`src/rtl/scm_pkg.sv`:
```
`timescale 1ns / 1ps
// Shared constants, item types and controller states of the stereo correlation meter.
package scm_pkg;

	// Field widths.
	localparam int SAMPLE_W = 16;
	localparam int PROD_W   = 32;
	localparam int WIN_W    = 48;
	localparam int CUM_W    = 64;
	localparam int CNT_W    = 32;
	localparam int WIDTH_W  = 14;

	// Length of the moving window, in products.
	localparam int WINDOW_LEN = 48000;
	localparam int RING_AW    = (WINDOW_LEN > 1) ? $clog2(WINDOW_LEN) : 1;

	// Serial multiplier: one multiplier bit per cycle.
	localparam int MUL_STEPS = SAMPLE_W;
	localparam int MUL_CW    = $clog2(MUL_STEPS);

	// Serial divider: one quotient bit per cycle.
	localparam int DIV_NUM_W = CUM_W;
	localparam int DIV_DEN_W = CNT_W;
	localparam int DIV_CW    = $clog2(DIV_NUM_W);

	// Width scaling: (1.0 - mean) * 5000 / 2^30 in hundredths.
	localparam int                   Q30_SHIFT   = 30;
	localparam int                   WPROD_W     = 45;
	localparam logic [12:0]          WIDTH_SCALE = 13'd5000;
	localparam logic [WIDTH_W:0]     WIDTH_MAX   = 15'd10000;
	localparam logic signed [32:0]   ONE_Q30     = 33'sd1073741824;
	localparam logic [CNT_W-1:0]     COUNT_MAX   = '1;

	typedef struct packed {
		logic signed [SAMPLE_W-1:0] left_sample;
		logic signed [SAMPLE_W-1:0] right_sample;
	} pair_t;

	typedef struct packed {
		logic signed [PROD_W-1:0] instant_product;
		logic signed [PROD_W-1:0] window_average;
		logic signed [PROD_W-1:0] running_average;
		logic [WIDTH_W-1:0]       width_hundredths;
	} result_t;

	// Request to a serial divider: a sign and a magnitude over an unsigned divisor.
	typedef struct packed {
		logic                 start;
		logic                 neg;
		logic [DIV_NUM_W-1:0] mag;
		logic [DIV_DEN_W-1:0] divisor;
	} div_req_t;

	typedef struct packed {
		logic                     busy;
		logic signed [PROD_W-1:0] quotient;
	} div_rsp_t;

	typedef enum logic [2:0] {
		ST_IDLE,
		ST_MUL,
		ST_UPDATE,
		ST_ACCUM,
		ST_DSTART,
		ST_DWAIT,
		ST_WIDTH,
		ST_FINISH
	} state_t;

endpackage

```
`src/rtl/scm_divider.sv`:
```
`timescale 1ns / 1ps
// Restoring divider that produces one quotient bit per cycle with a signed result.
module scm_divider (
	input  logic             clk,
	input  logic             arst_n,
	input  scm_pkg::div_req_t req,
	output scm_pkg::div_rsp_t rsp
);
	import scm_pkg::*;

	localparam logic [DIV_CW-1:0] LAST_STEP = DIV_CW'(DIV_NUM_W - 1);

	logic                     busy_q;
	logic [DIV_CW-1:0]        cnt_q;
	logic [DIV_NUM_W-1:0]     num_q;
	logic [DIV_DEN_W-1:0]     rem_q;
	logic [DIV_DEN_W-1:0]     den_q;
	logic                     neg_q;
	logic signed [PROD_W-1:0] quotient_q;

	logic [DIV_DEN_W:0]   shifted;
	logic [DIV_DEN_W:0]   trial;
	logic                 fits;
	logic [DIV_DEN_W-1:0] rem_next;
	logic [DIV_NUM_W-1:0] num_next;

	// The partial remainder always stays below the divisor, so one extra bit suffices.
	assign shifted  = {rem_q, num_q[DIV_NUM_W-1]};
	assign fits     = shifted >= {1'b0, den_q};
	assign trial    = shifted - {1'b0, den_q};
	assign rem_next = fits ? trial[DIV_DEN_W-1:0] : shifted[DIV_DEN_W-1:0];
	assign num_next = {num_q[DIV_NUM_W-2:0], fits};

	always_ff @(posedge clk or negedge arst_n) begin
		if (!arst_n) begin
			busy_q <= 1'b0;
			cnt_q  <= '0;
		end else if (req.start) begin
			busy_q <= 1'b1;
			cnt_q  <= '0;
		end else if (busy_q) begin
			cnt_q <= cnt_q + 1'b1;
			if (cnt_q == LAST_STEP) begin
				busy_q <= 1'b0;
			end
		end
	end

	always_ff @(posedge clk) begin
		if (req.start) begin
			num_q <= req.mag;
			rem_q <= '0;
			den_q <= req.divisor;
			neg_q <= req.neg;
		end else if (busy_q) begin
			num_q <= num_next;
			rem_q <= rem_next;
			if (cnt_q == LAST_STEP) begin
				// Negating the magnitude quotient truncates toward zero.
				quotient_q <= neg_q ? -$signed(num_next[PROD_W-1:0])
				                    : $signed(num_next[PROD_W-1:0]);
			end
		end
	end

	assign rsp.busy     = busy_q;
	assign rsp.quotient = quotient_q;

endmodule

```
`config.mk`:
```
export PLATFORM = sky130hd
export DESIGN_NAME = scm_divider
export DESIGN_NICKNAME = d
export VERILOG_FILES = /design/src/rtl/scm_pkg.sv /design/src/rtl/scm_divider.sv
export SDC_FILE = /design/constraint.sdc
export NUM_CORES = 1
export LEC_CHECK = 0
export BUFFER_PORTS_ARGS = -buffer_cell sky130_fd_sc_hd__buf_4
export CAP_MARGIN = 10
export CORE_MARGIN = 4
export CORE_UTILIZATION = 30
export CTS_CLUSTER_DIAMETER = 120
export CTS_CLUSTER_SIZE = 25
export DETAILED_ROUTE_END_ITERATION = 7
export GPL_TIMING_DRIVEN = 0
export HOLD_SLACK_MARGIN = 0.15
export PLACE_DENSITY_LB_ADDON = 0.2
export SLEW_MARGIN = 20
export SYNTH_ARGS = -nofsm -noshare
export SYNTH_HDL_FRONTEND = slang
export SYNTH_SLANG_ARGS = --single-unit
```
`constraint.sdc`:
```
create_clock -name clk -period 3.1 [get_ports clk]
set_input_delay 0.465 -clock clk [delete_from_list [all_inputs] [get_ports clk]]
set_output_delay 0.465 -clock clk [all_outputs]
set_load 0.05 [all_outputs]
```
**After elaboration in Yosys (flattened, before gate mapping)**

Index checks and enable logic that the tools add are counted.
W data, S select, Z words.

- Bits of input ports: 100
- Register bits: 168

- Equality and inequality tests: 1
- Order comparisons: 1
- Mux-type cells: 9
- Add/subtract/negate cells: 3
- Bitwise gates (word level): 1
- Reductions and logical operators: 2

Operators by type and width:

| operator | count |
|---|---|
| $mux W64 | 2 |
| $mux W32 | 2 |
| $ge A33 B32 Y1 | 1 |
| $neg A32 Y32 | 1 |
| $sub A32 B32 Y32 | 1 |
| $mux W6 | 2 |
| $add A6 B1 Y6 const B | 1 |
| $eq A6 B6 Y1 const B | 1 |
| $mux W1 | 3 |
| $reduce_and A3 Y1 | 1 |
| $reduce_bool A2 Y1 | 1 |
| $not A1 Y1 | 1 |

**Logic depth before layout (Yosys ltp)**

Gate-level depths: netlist of the first run.

- Word-level depth: 4
- Mapped depth: 17
- Mapped depth without buffers: 15

**Worst setup path before layout of the first run**

No wires, ideal clock.

- Path kind: reg2reg
- Start point: register den_q[12]
- End point: register quotient_q[26], data pin
- Arrival: 3.027 ns
- Setup time: 0.266 ns
- Stages on the path, launching flop included: 17
- Setup slack: -0.193 ns
- Path buffers: 1
- Period minus slack after synthesis: 3.293 ns
- Cell sequence: edfxtp_1 -> inv_1 -> ha_1 -> a21o_1 -> a21oi_1 -> a211oi_2 -> nor3_2 -> a211o_4 -> nand2_4 -> inv_4 -> buf_2 -> ha_1 -> nand4_1 -> nand2b_1 -> nand2b_1 -> o41ai_1 -> xnor2_1

- Longest elaborated chain between the ends: 3

Ends and longest elaborated chain:

| element | RTL line | RTL |
|---|---|---|
| start: declaration | scm_divider.sv:17 | `logic [DIV_DEN_W-1:0] den_q;` |
| start signal: assignment | scm_divider.sv:53 | `den_q <= req.divisor;` |
| $ge A33 B32 Y1 | scm_divider.sv:29 | `assign fits = shifted >= {1'b0, den_q};` |
| $neg A32 Y32 | scm_divider.sv:60 | `quotient_q <= neg_q ? -$signed(num_next[PROD_W-1:0])` |
| $mux W32 | scm_divider.sv:60 |  |
| end signal: assignment | scm_divider.sv:60 |  |
| end: declaration | scm_divider.sv:19 | `logic signed [PROD_W-1:0] quotient_q;` |

Every way passes these cells.
A chain may end at the register's enable or synchronous reset.

**Worst setup path after layout of the first run**

- Start point: register den_q[10]
- End point: register quotient_q[30], data pin

Same word-level chain as after synthesis.

==> flow_summary.yaml, run 1 <==
flow_run:
  drv_cap: 0
synthesis:
  synth_area_per_cell_um2: 10.87
  yosys_register_bits: 168
  synth-edff-count: 129
  synth_cell_type_count: 68
  yosys_most_used_dff: "edfxtp_1"
  syn_inst: 852
  syn_nets: 987
  synth_area_um2: 9263
  seq_area_frac_synth_pct: 50.63
  yosys_warnings: 0
  async_flop_share_pct: 4.167
power:
  power_density_nw_per_um2: 726.8
  pwr-share-comb_pct: 38.4
  seqPwrFrac_pct: 34.7
  clkPwrFrac_pct: 26.9
  netSwitchingFraction_pct: 36.23
  p_int_mw: 5.557
  peakVddDrop_mv: 0.3036
  p_leak_nw: 4.761
  power_switching_mw: 3.157
drt:
  routed-via-count: 7209
  ant_nets: 0
  wl_mm: 25.89
  wl_per_cell_um: 18.06
  first_pass_iters: 5
  first_iter_violations: 443
  viasPerCell: 5.031
  drc: 0
clock_tree:
  htreeDepth: 4
  cts_sinks: 168
  cts_tree: "yes"
  clkLatencyLatePin_ns: 0.45
  cts_buffers: 17
  clockBufferDepth: 2
  root_buffer: "clkbuf_16"
  path_clk_slew_ns: 0.08
timing:
  finalSetupViolations: 0
  worstMarginPinSlew_ns: 0.9185
  hold_viol: 0
  maxSlewHeadroom_pct: 38.77
  final_period_minus_worst_setup_slack_ns: 3.081
  timing.hold.ws_ns: 0.1858
  fin_skew_ns: 0.01706
  period_share_pct: 99.38
  grt_setup_unrepaired: "true"
  slew_violations: 0
  fmax_mhz: 324.6
worst_setup_path:
  cp-start-kind: "register"
  cpPeakStageDelay_ns: 0.38
  required_ns: 3.30
  critPathKind: "register to register"
  startpoint: "den_q[10]$_DFFE_PP_"
  cp-end-kind: "register"
  cp_data_arrival_time_ns: 3.28
  cp_slowest_cell: "edfxtp_1"
  rrSetupSlack_ns: 0.02
  cp_max_fo: 6
  worst_r2r_startpoint: "den_q[10]$_DFFE_PP_"
  path_cells: "inv_2 -> ha_4 -> a21o_1 -> a31oi_4 -> a211oi_4 -> nor3_2 -> a211o_4 -> nand2_4 -> inv_8 -> ha_4 -> nand4_1 -> nand2b_4 -> nand2b_4 -> o31ai_4 -> xnor2_1"
die:
  io_pins: 133
  core_area_um2: 30510
  fp-row-count: 64
  die-area_um2: 33750
  die_y_um: 183.7
  initial_utilization_pct: 30.36
  fp.dieW_um: 183.7
cells_and_area:
  final_area_um2: 11990
  areaGrowthSynthToFinish_pct: 29.43
  fin_nets: 1158
  stdcell_count: 1433
  drive_gt1_share_pct: 32.24
global_route:
  grt_use_total_pct: 15.41
  grt_pass1_wl_mm: 40.71
  grt_max_degree: 55
  grt_remaining_overflow: 0
  antenna_found_initial: 1
  grt_pass1_vias: 7213
worst_hold_path:
  min_from: "req[18]"
  hp-class: "input port to register"
placement:
  routabilityCongestion: 0.8679
  placed_cells: 1382
  place_area_um2: 10850
  hpwl_mm: 18.31
  port_buffers: 132
run_status:
  status: "finished clean"
==> worst max-delay path, delay by kind of cell (launching register included) <==
family | cells | cell delay, ns
compound gates | 5 | 0.93
xor+xnor | 1 | 0.11
fa+ha+maj | 2 | 0.34
buf+inv | 2 | 0.15
flops | 1 | 0.38
simple gates | 5 | 0.92
==> layout by cell type, fill, tap and decap left out, types with 13 or more instances in the layout <==
cell and count:
nand2_1 79, nor2_1 63, a21oi_1 34, xnor2_1 30
mux2_2 61, edfxtp_1 129, nand3_1 15, or3_1 13
dfxtp_1 32, o21ai_0 25, clkbuf_16 17, a21o_1 20
xor2_1 18, ha_1 20, a311oi_1 22, buf_4 162
nand4_1 18, inv_1 39, clkbuf_1 18
==> cells by family (layout without fill, tap and decap cells) <==
logic type / Yosys count / after routing / share of synthesized area (%)
fa+ha+maj: 35 / 35 / 4.809
compound gates: 189 / 189 / 14.72
xor+xnor: 48 / 48 / 4.539
simple gates: 253 / 253 / 13.13
other cells: 0 / 1 / 0
mux: 66 / 66 / 7.956
buf+inv: 93 / 277 / 4.215
flops: 168 / 168 / 50.63
==> routing by layer <==
metal	GRT usage, %	vias up	part of all wire, %
met1	21.56	3492	46
met4	4.614	0	1.7
li1	-	3532	-
met3	2.968	23	4.3
met5	0	-	0
met2	24.36	162	48
==> cell usage after synthesis, drive strengths merged (14+ instances only) <==
cell / number / area share, %
a311oi: 22 / 2.1
or3: 14 / 0.95
dfxtp: 32 / 6.9
clkbuf: 26 / 1.1
edfxtp: 129 / 42
o21ai: 29 / 1.6
xnor2: 30 / 2.8
mux2: 61 / 7.4
xor2: 18 / 1.7
nand2: 84 / 3.5
nor2: 63 / 2.6
a21oi: 38 / 2.1
buf: 21 / 1.2
ha: 34 / 4.6
nand4: 18 / 1.2
nand3: 16 / 0.86
inv: 45 / 1.9
a21o: 21 / 1.7
==> power groups by stage <==
stage / combinational [mW] / sequential [mW] / clock (mW)
floorplan: 2.13 / 2.98 / 0
global placement: 2.88 / 3.04 / 0
detailed placement: 2.89 / 3.05 / 0
CTS: 3.26 / 3.03 / 2.40
global route: 3.68 / 3.07 / 2.49
finish: 3.34 / 3.03 / 2.34
==> cell type report <==
class / instances / area [um2]
Buffer: 39 / 196.4
Inverter: 46 / 182.7
Multi-Input combinational cell: 591 / 4549
Clock buffer: 17 / 425.4
Sequential cell: 168 / 4690
Timing Repair Buffer: 160 / 1244
Fill cell: 3031 / 18520
Antenna cell: 1 / 2.502
Clock inverter: 15 / 203.9
Tap cell: 396 / 495.5
==> stage by stage <==
stage	power (mW)	utilization [%]	setup WS [ns]	TNS, ns
after CTS	8.684	38.86	-0.1644	-0.3593
after global placement	5.925	35.36	-1.818	-138.84
after detailed placement	5.940	35.55	-0.7570	-24.10
final	8.713	39.30	0.01933	0
after floorplan	5.105	-	0.00009792	0
after global routing	9.240	39.30	-0.1364	-0.6297
==> worst paths after layout <==
check                      cells past startpoint                        to
min reg2reg                                    2     rem_q[1]$_SDFFE_PP0P_
min                                            1       den_q[18]$_DFFE_PP_
max                                           15  quotient_q[30]$_DFFE_PP_
min in group asynchronous                      2      cnt_q[5]$_DFFE_PN0P_
max reg2reg                                   15  quotient_q[30]$_DFFE_PP_
max in group asynchronous                      2      cnt_q[4]$_DFFE_PN0P_
==> flip-flops by register name, summed over array words and instances, names as in the netlist <==
| register | cells |
|---|---|
| rem_q | 32 |
| busy_q | 1 |
| den_q | 32 |
| num_q | 64 |
| quotient_q | 32 |
| cnt_q | 6 |
| neg_q | 1 |
==> what timing repair did <==
item,in CTS,in global routing
pin swaps,22,22
buffers inserted,18,7
setup endpoints to repair,15,24
hold buffers,1,0
endpoints found under the hold margin,7,0
resized for setup,46,29
(Power assumes the default switching activity.)
==> run 2: changes to the inputs <==
clock period = 3.6 ns   (was 3.1 ns; I/O delays follow)
==> run 2 against run 1 <==
Compared with the run above: utilization down 1.5 points; clock-buffer cell count up 2; sequential power down 15%; global-route usage down 0.30 points; non-clock buffer count down 15; first-iteration DRC count down 1.4%; power down 19%; worst hold slack better by 0.088 ns; sequential share of layout area up 1.6 points; largest power group is now sequential cells; highest routed layer unchanged.
==> flow_summary.yaml, run 2 (synthesized netlist as in run 1, its figures left out) <==
power:
  seqPwrFrac_pct: 36.8
  p_leak_nw: 4.641
  pwr-share-comb_pct: 36.2
  peakVddDrop_mv: 0.2924
  netSwitchingFraction_pct: 36.32
  power_density_nw_per_um2: 611.0
  power_switching_mw: 2.556
  p_int_mw: 4.482
  totalPowerFinal_mw: 7.038
  clkPwrFrac_pct: 27.0
placement:
  hpwl_mm: 18.43
  port_buffers: 132
  placed_cells: 1382
  place_area_um2: 10810
  place_ws_ns: -0.5317
  routabilityCongestion: 0.8612
global_route:
  antenna_found_initial: 0
  grt_max_degree: 51
  grt_pass1_vias: 7154
  grt_remaining_overflow: 0
  grt_pass1_wl_mm: 40.08
  grt_use_total_pct: 15.11
drt:
  ant_nets: 0
  wl_mm: 25.41
  routed-via-count: 7077
  first_pass_iters: 4
  wl_per_cell_um: 17.92
  viasPerCell: 4.991
  first_iter_violations: 437
  drc: 0
timing:
  timing.hold.ws_ns: 0.2737
  slew_violations: 0
  finalSetupTns_ns: 0
  period_share_pct: 95.24
  fmax_mhz: 291.7
  fin_skew_ns: 0.01501
  finalSetupViolations: 0
  worstMarginPinSlew_ns: 0.9609
  worst_slack_ns: 0.1713
  hold_viol: 0
  final_period_minus_worst_setup_slack_ns: 3.429
  maxSlewHeadroom_pct: 35.35
cells_and_area:
  fin_util_pct: 37.75
  largest_register_ffs: 64
  areaGrowthSynthToFinish_pct: 24.35
  multi_input_area_um2: 4254
  final_common_cell: "buf_4"
  drive_gt1_share_pct: 27.13
  final_cell_mix: "buf_4 (141), edfxtp_1 (129), nand2_1 (83), nor2_1 (63), mux2_2 (61)"
  final_area_um2: 11520
  fin_nets: 1143
  stdcell_count: 1418
  top_register: "num_q"
  fillers: 3039
  seqCellArea_um2: 4690
worst_setup_path:
  required_ns: 3.79
  cpPeakStageDelay_ns: 0.41
  reg2reg_depth: 14
  worst_r2r_startpoint: "den_q[21]$_DFFE_PP_"
  rrSetupSlack_ns: 0.17
  critical_path.endpoint: "quotient_q[24]$_DFFE_PP_"
  cp_data_arrival_time_ns: 3.62
  r2r_end: "quotient_q[24]$_DFFE_PP_"
  cpMostUsedCell: "nand2b_4"
  cp-start-kind: "register"
  startpoint: "den_q[21]$_DFFE_PP_"
  cp_max_fo: 19
  cp_slowest_cell: "clkbuf_1"
  critPathKind: "register to register"
  path_cells: "inv_1 -> ha_1 -> clkbuf_1 -> and3_1 -> o211ai_1 -> a211o_4 -> nand2_4 -> clkinv_8 -> ha_4 -> nand4_1 -> nand2b_4 -> nand2b_4 -> o21ai_0 -> xnor2_1"
  cp-end-kind: "register"
die:
  die_y_um: 183.7
  initial_utilization_pct: 30.36
  die-area_um2: 33750
  io_pins: 133
  fp-row-count: 64
  core_area_um2: 30510
  fp.dieW_um: 183.7
clock_tree:
  cts_tree: "yes"
  cts_sinks: 168
  root_buffer: "clkbuf_16"
  cts_buffers: 17
  htreeDepth: 4
  clockBufferDepth: 2
  clkLatencyLatePin_ns: 0.44
  path_clk_slew_ns: 0.07
flow_run:
  drv_cap: 0
worst_hold_path:
  hp-class: "input port to register"
run_status:
  status: "finished clean"
## run 2: changes by cell type in the layout (fill, tap and decap cells not counted), sizes merged
cell,before,now
bufinv,3,2
buf,179,159
clkinvlp,1,3
inv,54,51
clkbuf,36,43
## run 2: how the worst min path moves through the flow
| stage | startpoint | to | cells after the start |
|---|---|---|---|
| after floorplan | arst_n | busy_q$_DFF_PN0_ | 0 |
| after global placement | arst_n | busy_q$_DFF_PN0_ | 1 |
| after detailed placement | arst_n | cnt_q[2]$_DFFE_PN0P_ | 1 |
| after CTS | req[21] | den_q[21]$_DFFE_PP_ | 1 |
| after global routing | req[17] | den_q[17]$_DFFE_PP_ | 1 |
| final | req[21] | den_q[21]$_DFFE_PP_ | 1 |
## run 2: power by group through the flow
stage          sequential, mW  clock (mW)  combinational, mW
2_1_floorplan            2.56           0               1.82
3_3_place_gp             2.62           0               2.47
3_5_place_dp             2.63           0               2.49
4_1_cts                  2.59        1.96               2.51
5_1_grt                  2.63        2.04               2.83
6_report                 2.59        1.90               2.54
## run 2: layer usage
| layer | track usage (%) | up-vias | share of wire, % |
|---|---|---|---|
| met4 | 4.821 | 0 | 1.9 |
| li1 | - | 3482 | - |
| met5 | 0 | - | 0 |
| met3 | 2.612 | 27 | 3.5 |
| met1 | 20.78 | 3430 | 48 |
| met2 | 24.39 | 138 | 47 |
## run 2: critical path, delay by kind of cell (launching register included)
| kind | cells | cell delay [ns] |
|---|---|---|
| AOI/OAI and AO/OA | 3 | 0.66 |
| xor gates and xnor gates | 1 | 0.17 |
| adders and majority gates | 2 | 0.47 |
| buffers and inverters | 3 | 0.59 |
| DFF | 1 | 0.34 |
| and+or+nand+nor | 5 | 0.94 |
## run 2: final cells by class
cell class / count / share of cell area (%)
well taps: 396 / 4.302
clock inverters: 13 / 1.390
repair buffers: 140 / 9.494
diodes: 1 / 0.02173
plain buffers: 44 / 1.760
inverters: 46 / 1.629
clock buffers: 19 / 3.758
multi-input cells: 591 / 36.93
flip-flops and latches: 168 / 40.71
## run 2: repair_timing
item	in CTS	in global routing
hold buffers	1	0
setup endpoints to repair	7	5
buffers inserted	0	5
gates resized for setup	9	7
hold endpoints to repair	7	0
pin swaps	0	4
